File: src/design/hfs_pkg.sv
// ----------------------------------------------------------------------------
// Height field store package
// Shared types and constants of the height grid store with triangle lookup.
// ----------------------------------------------------------------------------
package hfs_pkg;

  localparam int unsigned MAX_DIM_DEF = 257;
  localparam int unsigned SIZE_W = 9;
  localparam int unsigned COORD_W = 10;
  localparam int unsigned FRAC_W = 8;
  localparam int unsigned HGT_W = 16;
  localparam int unsigned OUT_W = 24;
  localparam logic [SIZE_W-1:0] GRID_RESET = 9'd257;

  typedef enum logic [1:0] {
    MODE_WRITE = 2'd0,
    MODE_READ  = 2'd1,
    MODE_QUERY = 2'd2,
    MODE_NONE  = 2'd3
  } mode_t;

  typedef enum logic [3:0] {
    ST_CLEAR,
    ST_IDLE,
    ST_WRAP,
    ST_RD0,
    ST_RD1,
    ST_RD2,
    ST_CALC,
    ST_SUM,
    ST_OUT
  } state_t;

  // Commands from the controller to the datapath.
  typedef struct packed {
    logic       clear_step;
    logic       load;
    logic       wrap;
    logic [1:0] rd_sel;
    logic       rd_en;
    logic       cap0;
    logic       cap1;
    logic       calc;
    logic       sum;
    logic       out_load;
  } hfs_cmd_t;

  // Status from the datapath.
  typedef struct packed {
    logic clear_done;
  } hfs_sts_t;

endpackage

File: src/design/hfs_ctrl.sv
// ----------------------------------------------------------------------------
// Height field store controller
// Sequences the clearing sweep, the corner reads and the result transfer.
// ----------------------------------------------------------------------------
module hfs_ctrl (
  input  logic              clk,
  input  logic              rst_n,
  input  logic              in_fire,
  input  hfs_pkg::mode_t    in_mode,
  input  logic              out_tready,
  input  hfs_pkg::hfs_sts_t sts,
  output hfs_pkg::hfs_cmd_t cmd,
  output logic              in_tready,
  output logic              out_tvalid
);
  import hfs_pkg::*;

  state_t state_r, state_nxt;
  mode_t  mode_r, mode_nxt;

  always_ff @(posedge clk) begin
    if (!rst_n) begin
      state_r <= ST_CLEAR;
      mode_r  <= MODE_NONE;
    end else begin
      state_r <= state_nxt;
      mode_r  <= mode_nxt;
    end
  end

  always_comb begin
    state_nxt  = state_r;
    mode_nxt   = mode_r;
    cmd        = '0;
    in_tready  = 1'b0;
    out_tvalid = 1'b0;
    unique case (state_r)
      ST_CLEAR: begin
        cmd.clear_step = 1'b1;
        if (sts.clear_done) state_nxt = ST_IDLE;
      end
      ST_IDLE: begin
        in_tready = 1'b1;
        if (in_fire) begin
          cmd.load  = 1'b1;
          mode_nxt  = in_mode;
          state_nxt = ST_WRAP;
        end
      end
      ST_WRAP: begin
        cmd.wrap = 1'b1;
        unique case (mode_r)
          MODE_READ, MODE_QUERY: state_nxt = ST_RD0;
          default:               state_nxt = ST_CALC;
        endcase
      end
      ST_RD0: begin
        cmd.rd_en  = 1'b1;
        cmd.rd_sel = 2'd0;
        state_nxt  = ST_RD1;
      end
      ST_RD1: begin
        cmd.rd_en  = 1'b1;
        cmd.rd_sel = 2'd1;
        cmd.cap0   = 1'b1;
        state_nxt  = ST_RD2;
      end
      ST_RD2: begin
        cmd.rd_en  = 1'b1;
        cmd.rd_sel = 2'd2;
        cmd.cap1   = 1'b1;
        state_nxt  = ST_CALC;
      end
      ST_CALC: begin
        cmd.calc  = 1'b1;
        state_nxt = ST_SUM;
      end
      ST_SUM: begin
        cmd.sum      = 1'b1;
        cmd.out_load = 1'b1;
        state_nxt    = ST_OUT;
      end
      ST_OUT: begin
        out_tvalid = 1'b1;
        if (out_tready) state_nxt = ST_IDLE;
      end
      default: state_nxt = ST_IDLE;
    endcase
  end

endmodule

File: config.mk
export PLATFORM = sky130hd
export DESIGN_NAME = hfs_ctrl
export DESIGN_NICKNAME = d
export VERILOG_FILES = /design/src/design/hfs_pkg.sv /design/src/design/hfs_ctrl.sv
export SDC_FILE = /design/constraint.sdc
export NUM_CORES = 1
export LEC_CHECK = 0
export ABC_AREA = 1
export BUFFER_PORTS_ARGS = -buffer_cell sky130_fd_sc_hd__buf_2
export CAP_MARGIN = 40
export CELL_PAD_IN_SITES_DETAIL_PLACEMENT = 0
export CELL_PAD_IN_SITES_GLOBAL_PLACEMENT = 2
export CORE_UTILIZATION = 21
export CTS_CLUSTER_DIAMETER = 40
export DETAILED_ROUTE_END_ITERATION = 8
export HOLD_SLACK_MARGIN = 0.1
export MAX_ROUTING_LAYER = met4
export PLACE_DENSITY = 0.75
export SLEW_MARGIN = 20
export SYNTH_ARGS = -nofsm -noshare
export SYNTH_HDL_FRONTEND = slang
export SYNTH_SLANG_ARGS = --single-unit
export TNS_END_PERCENT = 5
File: constraint.sdc
create_clock -name clk -period 1.6 [get_ports clk]
set_input_delay 0.16 -clock clk [delete_from_list [all_inputs] [get_ports clk]]
set_output_delay 0.16 -clock clk [all_outputs]
set_load 0.01 [all_outputs]
==> impl_metrics.yaml, run 1 <==
clock_network:
  tritoncts: "built"
  clkLatencyLatePin_ns: 0.24
  cts_setup_buffers: 0
  cts_hold_buf: 0
  cts.repair.resized: 0
  cts-buffers-inserted: 3
  cts_max_level: 1
  clkTransAtPathRegs_ns: 0.04
  cts_buffer_depth: 2
  cts_sinks: 6
  cts-root-buf: "clkbuf_4"
critical_path:
  cp_data_required_time_ns: 1.44
  max_stage_delay_ns: 0.36
  crit_arrival_ns: 1.31
  path_cells: "nor2_1 > inv_1 > nor3_1 > buf_2"
  worst_path_max_delay_cell: "dfxtp_1"
  cp_max_fo: 7
  critPathBufInv: 2
  cpLargestDelayFamily: "simple AND/OR/NAND/NOR gates"
  criticalPathCategory: "register to primary output"
  start_kind: "register"
  crit_path_end_kind: "primary output"
detailed_routing:
  totalWireLength_um: 1005
  vias: 453
  drt-pass1-iter-count: 4
  ant_nets: 0
  vias_per_cell: 3.974
  drc: 0
  wl_per_cell_um: 8.816
  drt_iter0_markers: 9
sta:
  setup_viol: 0
  fin_crit_ns: 1.465
  hold_viol_final: 0
  holdWs_ns: 0.1345
  fin_crit_sh: 0.9156
  rsz0062_at_grt: "false"
  drv_slew: 0
  tightest_slew_ns: 0.2461
  clock_skew_ns: 0.003602
  tns_ns: 0
  slew_headroom: 0.8353
  max_freq_mhz: 682.6
synth:
  yosysTopAreaCell: "dfxtp_1"
  synth_area_per_cell_sq_um: 5.875
  syn-instance-count: 69
  synthFlopType: "dfxtp_1"
  ys_seq_area_frac: 0.2963
  synth_cell_type_count: 14
  synth_seq_cells: 6
  syn_nets: 76
  yosysMostFrequentCell: "nand2_1"
  synthTopCellsByArea: "dfxtp_1 30%, nand2_1 14%, inv_1 13%, nor2_1 9.3%, nand3_1 8.6%"
  yosys_warnings: 0
  synthArstFlopShare: 0
  syn-cell-area_sq_um: 405.4
  synth_edf_count: 0
  yosysTopAreaCellShare: 0.2963
  ys_top_cells_by_count: "15 x nand2_1, 14 x inv_1, 10 x nor2_1"
placed_design:
  io_buffers: 19
  hpwlAfterDp_um: 874.7
  routabilityCongestion: 0.7129
power_and_ir_drop:
  intPower_uw: 479.1
  p_comb_frac: 0.574
  p_per_area_nw_per_um2: 1691
  clkPwrFrac: 0.148
  p_leak_uw: 0.0003188
  p_sw_frac: 0.4784
  p_seq_frac: 0.278
  power_uw: 918.4
  ir_worst_vdd_mv: 0.4226
  p_sw_uw: 439.4
final_layout:
  register_area_sq_um: 121.4
  finish.utilization: 0.3078
  drive_gt1_frac: 0.3146
  fillCellCount: 220
  multiInputGateArea_sq_um: 220.2
  layout.nets: 98
  diodes: 0
  area_growth_syn_to_layout_pct: 33.95
grt:
  track_usage: 0.1149
  grtUsageMet2: 0.1549
  grt_pass1_wl_um: 1669
  grt_busiest_layer: "met1"
  met1_usage: 0.1604
  antenna_found_initial: 0
  first_global_vias: 407
  grt-ovfl-total: 0
  grt_max_degree: 8
  met3_usage: 0
status:
  status: "complete, no violations"
floorplanning:
  die_area_sq_um: 2110
  rows: 15
  die_height_um: 45.94
  ios: 20
  die_w_um: 45.94
  coreArea_sq_um: 1764
  start_util: 0.2298
worst_hold_path:
  min_path_type: "input port to register"
flow_run:
  maxCapViolCount: 0
## cell usage in the layout (no fill, tap or decap)
master / synthesis / layout
dfxtp_1: 6 / 5
buf_2: 0 / 19
dfxtp_2: 0 / 1
a31oi_1: 1 / 1
o21ai_0: 2 / 2
xnor2_1: 1 / 1
nor3_1: 3 / 3
nand2_1: 15 / 15
nor2_1: 10 / 9
a21oi_1: 2 / 2
nor2_2: 4 / 5
clkbuf_4: 0 / 3
nand3_1: 7 / 7
nand4_1: 1 / 1
inv_1: 14 / 14
nand3b_1: 1 / 1
## worst register-to-register path, cell delays in order, from the launching register on
cell	delay, ns
dfxtp_1	0.36
nor2_2	0.19
nand2_1	0.11
nor2_2	0.15
inv_1	0.08
nand2_1	0.06
nand3_1	0.06
## per-stage QoR
step,instances,setup slack [ns],instance area [sq um]
6_report,114,0.1350,543.0
5_1_grt,114,0.01181,543.0
4_1_cts,114,0.006923,539.3
3_5_place_dp,111,0.2777,516.7
3_3_place_gp,111,0.2415,516.7
2_1_floorplan,69,0.2601,405.4
## power by group through the flow
stage / logic [uW] / clock network [uW] / registers, uW
2_1_floorplan: 378 / 0 / 243
3_3_place_gp: 532 / 0 / 254
3_5_place_dp: 527 / 0 / 256
4_1_cts: 529 / 145 / 253
5_1_grt: 607 / 157 / 263
6_report: 527 / 136 / 255
## sequential cells by signal (all words and copies together), names as in the netlist
| signal | count |
|---|---|
| state_r | 4 |
| mode_r | 2 |
## kinds of logic after synthesis
| kind of cell | Yosys count | share of synthesized area |
|---|---|---|
| compound gates | 5 | 0.06483 |
| flops | 6 | 0.2963 |
| buf+inv | 16 | 0.1667 |
| xor+xnor | 1 | 0.02161 |
| simple gates | 41 | 0.4506 |
## final timing paths
path	startpoint	end	slack, ns	cells past startpoint
setup reg to reg	state_r[3]	mode_r[0]	0.49	6
hold reg to reg	mode_r[1]	mode_r[1]	0.51	2
hold / removal	in_mode[1]	mode_r[1]	0.13	3
setup / recovery	state_r[1]	out_tvalid	0.13	4
## metal layers
metal / vias to the layer above / wire [um]
met1: 182 / 513
met4: 0 / 0
met2: 19 / 424
met3: 0 / 68
li1: 252 / -
met5: - / 0
## layout make-up
cell class | instances | area share
multi-input cells | 47 | 0.4055
flip-flops and latches | 6 | 0.2235
repair buffers | 19 | 0.1751
inverters | 14 | 0.09677
well taps | 25 | 0.05760
clock buffers | 3 | 0.04147
(Power assumes the default switching activity.)
==> run 2: changes to the inputs <==
RECOVER_POWER = 50   (was unset)
==> run 2 against run 1 <==
Critical path depth is the same. Clock skew is essentially flat. Die area is the same. Via count shrank 1.1%. Highest routed layer unchanged. Flip-flop and latch count is the same. Power shrank 1.1%. Cell area shrank 1.4%. Sequential share of layout area grew 0.31 points. Non-clock buffer count is the same. Combinational power shrank 2%.
==> impl_metrics.yaml, run 2 (same netlist as run 1, synthesis figures left out) <==
grt:
  track_usage: 0.1149
  first_global_vias: 407
  grt_pass1_wl_um: 1669
  grt-ovfl-total: 0
  antenna_found_initial: 0
  grt_max_degree: 8
detailed_routing:
  drt-pass1-iter-count: 4
  m1WireLength_um: 548
  topRoutingLayerUsed: "met3"
  wl_met2_um: 419
  dr_wl_met3_um: 57
  vias_per_cell: 3.930
  drc: 0
  vias: 448
  drt_iter0_markers: 5
  totalWireLength_um: 1026
  ant_nets: 0
  wl_per_cell_um: 9.000
sta:
  hold_viol_final: 0
  setup_viol: 0
  tightest_slew_ns: 0.2559
  drv_slew: 0
  fin_crit_ns: 1.492
  slew_headroom: 0.8288
  fin_crit_sh: 0.9327
  rsz0062_at_grt: "false"
  clock_skew_ns: 0.003379
  tns_ns: 0
  max_freq_mhz: 670.1
critical_path:
  criticalPathCategory: "register to primary output"
  path_cells: "nor2_1 > inv_1 > nor3_1 > buf_2"
  start_kind: "register"
  worst_path_max_delay_cell: "dfxtp_1"
  max_stage_delay_ns: 0.36
  cpLargestDelayFamily: "simple AND/OR/NAND/NOR gates"
  crit_path_end_kind: "primary output"
  crit_arrival_ns: 1.33
  cp_data_required_time_ns: 1.44
  worst-path-stages: 4
  critPathBufInv: 2
  r2r_cells: 6
  cp_max_fo: 7
final_layout:
  final_cell_mix: "17 x buf_2, 15 x nand2_1, 14 x inv_1"
  fillCellCount: 222
  diodes: 0
  top_regs: "state_r: 4 flops, mode_r: 2 flops"
  drive_gt1_frac: 0.2697
  layout.nets: 98
  largest_register: "state_r"
  mostFrequentLayoutCell: "buf_2"
  area_growth_syn_to_layout_pct: 32.10
  largest_reg_flops: 4
  postLayoutCellArea_sq_um: 535.5
clock_network:
  clkLatencyLatePin_ns: 0.24
  cts_buffer_depth: 2
  cts-buffers-inserted: 3
  cts-root-buf: "clkbuf_4"
  cts_sinks: 6
  clkTransAtPathRegs_ns: 0.04
  tritoncts: "built"
  cts_max_level: 1
floorplanning:
  die_w_um: 45.94
  die_area_sq_um: 2110
  rows: 15
  coreArea_sq_um: 1764
  start_util: 0.2298
  ios: 20
  die_height_um: 45.94
placed_design:
  routabilityCongestion: 0.7129
  io_buffers: 19
  hpwlAfterDp_um: 874.7
  place_area_sq_um: 516.7
status:
  status: "complete, no violations"
power_and_ir_drop:
  p_per_area_nw_per_um2: 1696
  p_leak_uw: 0.0003116
  ir_worst_vdd_mv: 0.4136
worst_hold_path:
  min_path_type: "input port to register"
  holdPathStages: 3
flow_run:
  maxCapViolCount: 0
[run 2: cell count changes in the layout (fill, tap and decap cells not counted)]
cell / previous run / this run
nor2_2: 5 / 3
buf_2: 19 / 17
clkbuf_1: 0 / 2
nor2_1: 9 / 11
[run 2: where the power goes]
| part | total, uW | switching, uW | internal [uW] | leakage, uW |
|---|---|---|---|---|
| Combinational | 517 | 332 | 185 | 0.000248 |
| Sequential | 256 | 55.2 | 200 | 0.0000496 |
| Clock | 136 | 51.6 | 84.6 | 0.0000138 |
| Total | 908 | 438 | 470 | 0.000312 |
[run 2: final cells by class]
type	count	area, sq um	share of cell area
multi-input combinational	47	215.2	0.4019
sequential	6	121.4	0.2266
clock buffer	3	22.52	0.04206
timing repair buffer	19	92.59	0.1729
tap	25	31.28	0.05841
inverter	14	52.55	0.09813
[run 2: timing repair]
item	CTS	global route
endpoints found under the setup margin	0	3
gates resized for setup	0	2
hold buffers	0	0
buffers inserted	0	0
[run 2: tightest hold or removal path, cell delays in order]
cell     delay, ns
buf_2         0.07
nand2_1       0.04
nand3_1       0.06
[run 2: path summary, 6_finish.rpt]
check / slack [ns] / to / start
setup / recovery: 0.11 / out_tvalid / state_r[1]
hold / removal: 0.14 / mode_r[1] / in_mode[1]
setup reg to reg: 0.42 / mode_r[0] / state_r[3]
hold reg to reg: 0.51 / mode_r[1] / mode_r[1]
[run 2: metal layers]
layer / vias to the layer above / track usage
met5: - / -
met1: 179 / 0.1604
met4: 0 / 0.08824
met2: 17 / 0.1549
met3: 0 / 0
li1: 252 / -
[run 2: through the flow]
| step | std cells | power [uW] | setup WS (ns) | utilization | hold WS (ns) |
|---|---|---|---|---|---|
| 3_5_place_dp | 111 | 783.4 | 0.2777 | 0.2929 | 0.3800 |
| 2_1_floorplan | 69 | 621.2 | 0.2601 | - | 0.2441 |
| 4_1_cts | 114 | 927.9 | 0.006923 | 0.3057 | 0.1265 |
| 3_3_place_gp | 111 | 786.5 | 0.2415 | 0.2929 | 0.3904 |
| 6_report | 114 | 908.3 | 0.1076 | 0.3035 | 0.1353 |
| 5_1_grt | 114 | 1012 | 0.01181 | 0.3035 | 0.1483 |
==> run 3: changes to the inputs <==
CORE_MARGIN = 8   (was unset)
MAX_ROUTING_LAYER = unset   (was met4)
==> run 3 against run 2 <==
Clock power about the same. Global-route usage down 5.2 points. Power increased by 0.73%. Via count rose by 2.0%. Combinational power rose by 1%. Largest power group unchanged. Register-to-register slack is essentially flat. Sequential power about the same. Worst setup slack better by 0.063 ns. Final cell count is 1.8% higher. Fmax up 4.4%. Critical path type unchanged.
==> impl_metrics.yaml, run 3 (same netlist as run 1, synthesis figures left out) <==
status:
  status: "complete, no violations"
detailed_routing:
  vias: 457
  vias_per_cell: 3.940
  totalWireLength_um: 1119
  drt-pass1-iter-count: 2
  drc: 0
  ant_nets: 0
  drt_iter0_markers: 7
  wl_per_cell_um: 9.647
grt:
  first_global_vias: 447
  antenna_found_initial: 0
  met1_usage: 0.06683
  grt_busiest_layer: "met2"
  track_usage: 0.06335
  grtUsageMet2: 0.08923
  met3_usage: 0.04301
  grt-ovfl-total: 0
  grt_max_degree: 8
  grt_pass1_wl_um: 1738
critical_path:
  timing.rr.start: "state_r[0]"
  cp_max_fo: 7
  path_cells: "nor2_1 > inv_1 > nor3_1 > buf_2"
  worst-path-stages: 4
  r2r_cells: 7
  cpLargestDelayFamily: "simple AND/OR/NAND/NOR gates"
  max_stage_delay_ns: 0.36
  crit_end: "out_tvalid"
  crit_path_end_kind: "primary output"
  start_kind: "register"
  crit_arrival_ns: 1.27
  r2r-end: "mode_r[0]"
  critPathBufInv: 2
  worst_path_max_delay_cell: "dfxtp_1"
  cp_data_required_time_ns: 1.44
  criticalPathCategory: "register to primary output"
  ff2ff_setup_slack_ns: 0.43
  cp-startpoint: "state_r[1]"
final_layout:
  largest_reg_flops: 4
  mostFrequentLayoutCell: "buf_2"
  drive_gt1_frac: 0.2697
  layout.nets: 98
  largest_register: "state_r"
  top_regs: "state_r: 4 flops, mode_r: 2 flops"
  fillCellCount: 237
  diodes: 0
  area_growth_syn_to_layout_pct: 33.64
  final_cell_mix: "16 x buf_2, 15 x nand2_1, 14 x inv_1"
flow_run:
  maxCapViolCount: 0
clock_network:
  tritoncts: "built"
  cts-buffers-inserted: 3
  cts_buffer_depth: 2
  cts-root-buf: "clkbuf_4"
  cts_hold_buf: 0
  clkTransAtPathRegs_ns: 0.05
  cts_max_level: 1
  clkLatencyLatePin_ns: 0.24
  cts_sinks: 6
power_and_ir_drop:
  p_per_area_nw_per_um2: 1689
  power_uw: 914.9
  p_leak_uw: 0.0003081
  ir_worst_vdd_mv: 0.5810
sta:
  timing.final.ws_setup_ns: 0.1709
  slew_headroom: 0.8279
  tns_ns: 0
  hold_viol_final: 0
  tightest_slew_ns: 0.2572
  rsz0062_at_grt: "false"
  drv_slew: 0
  max_freq_mhz: 699.7
  setup_viol: 0
  fin_crit_ns: 1.429
  fin_crit_sh: 0.8932
  clock_skew_ns: 0.006746
placed_design:
  dp_slack_ns: 0.2833
  routabilityCongestion: 0.7381
  hpwlAfterDp_um: 1003
  io_buffers: 19
floorplanning:
  die_w_um: 59.94
  coreArea_sq_um: 1882
  die_height_um: 59.94
  rows: 16
  start_util: 0.2154
  ios: 20
  die_area_sq_um: 3592
worst_hold_path:
  min_path_type: "input port to register"
  holdPathStages: 3
==> run 3: report_power, final <==
group          switching (uW)  internal, uW  leakage, uW
logic                     337           187     0.000245
registers                54.4           200    0.0000496
clock network            51.9          84.7    0.0000138
total                     443           472     0.000308
==> run 3: worst register-to-register path, stage by stage (launching register included) <==
cell and delay (ns):
dfxtp_1 0.35, inv_1 0.10, nor2_1 0.16, nand2_1 0.11, nor2_2 0.15, inv_1 0.07
nand2_1 0.06, nand3_1 0.06
==> run 3: per-layer routing <==
layer | part of all wire | routed length, um
met1 | 0.45 | 505
met2 | 0.40 | 446
met3 | 0.15 | 166
met4 | 0 | 0
met5 | 0 | 0
==> run 3: how the worst min path moves through the flow <==
| stage | to | from | slack, ns |
|---|---|---|---|
| CTS | mode_r[1] | in_mode[1] | 0.12 |
| finish | mode_r[1] | in_mode[1] | 0.13 |
| global route | mode_r[1] | in_mode[1] | 0.15 |
| floorplan | mode_r[0] | rst_n | 0.24 |
| global placement | mode_r[0] | in_mode[0] | 0.38 |
| detailed placement | mode_r[1] | in_mode[1] | 0.38 |
==> run 3: stage by stage <==
| step | hold WS [ns] | std cells | util | cell area, sq um |
|---|---|---|---|---|
| floorplan | 0.2441 | 69 | - | 405.4 |
| finish | 0.1310 | 116 | 0.2879 | 541.8 |
| global route | 0.1457 | 116 | 0.2879 | 541.8 |
| global placement | 0.3810 | 113 | 0.2759 | 519.2 |
| detailed placement | 0.3803 | 113 | 0.2759 | 519.2 |
| CTS | 0.1217 | 116 | 0.2879 | 541.8 |
==> run 3: final cells by class <==
type                    count  area (sq um)  area share
flip-flops and latches      6         121.4      0.2240
inverters                  14         52.55     0.09700
multi-input cells          47         220.2      0.4065
clock buffers               3         22.52     0.04157
repair buffers             19         91.34      0.1686
well taps                  27         33.78     0.06236
==> run 3: timing repair <==
| item | in CTS | in global routing |
|---|---|---|
| resized for setup | 0 | 3 |
| endpoints found under the setup margin | 0 | 3 |
| setup buffers | 0 | 0 |
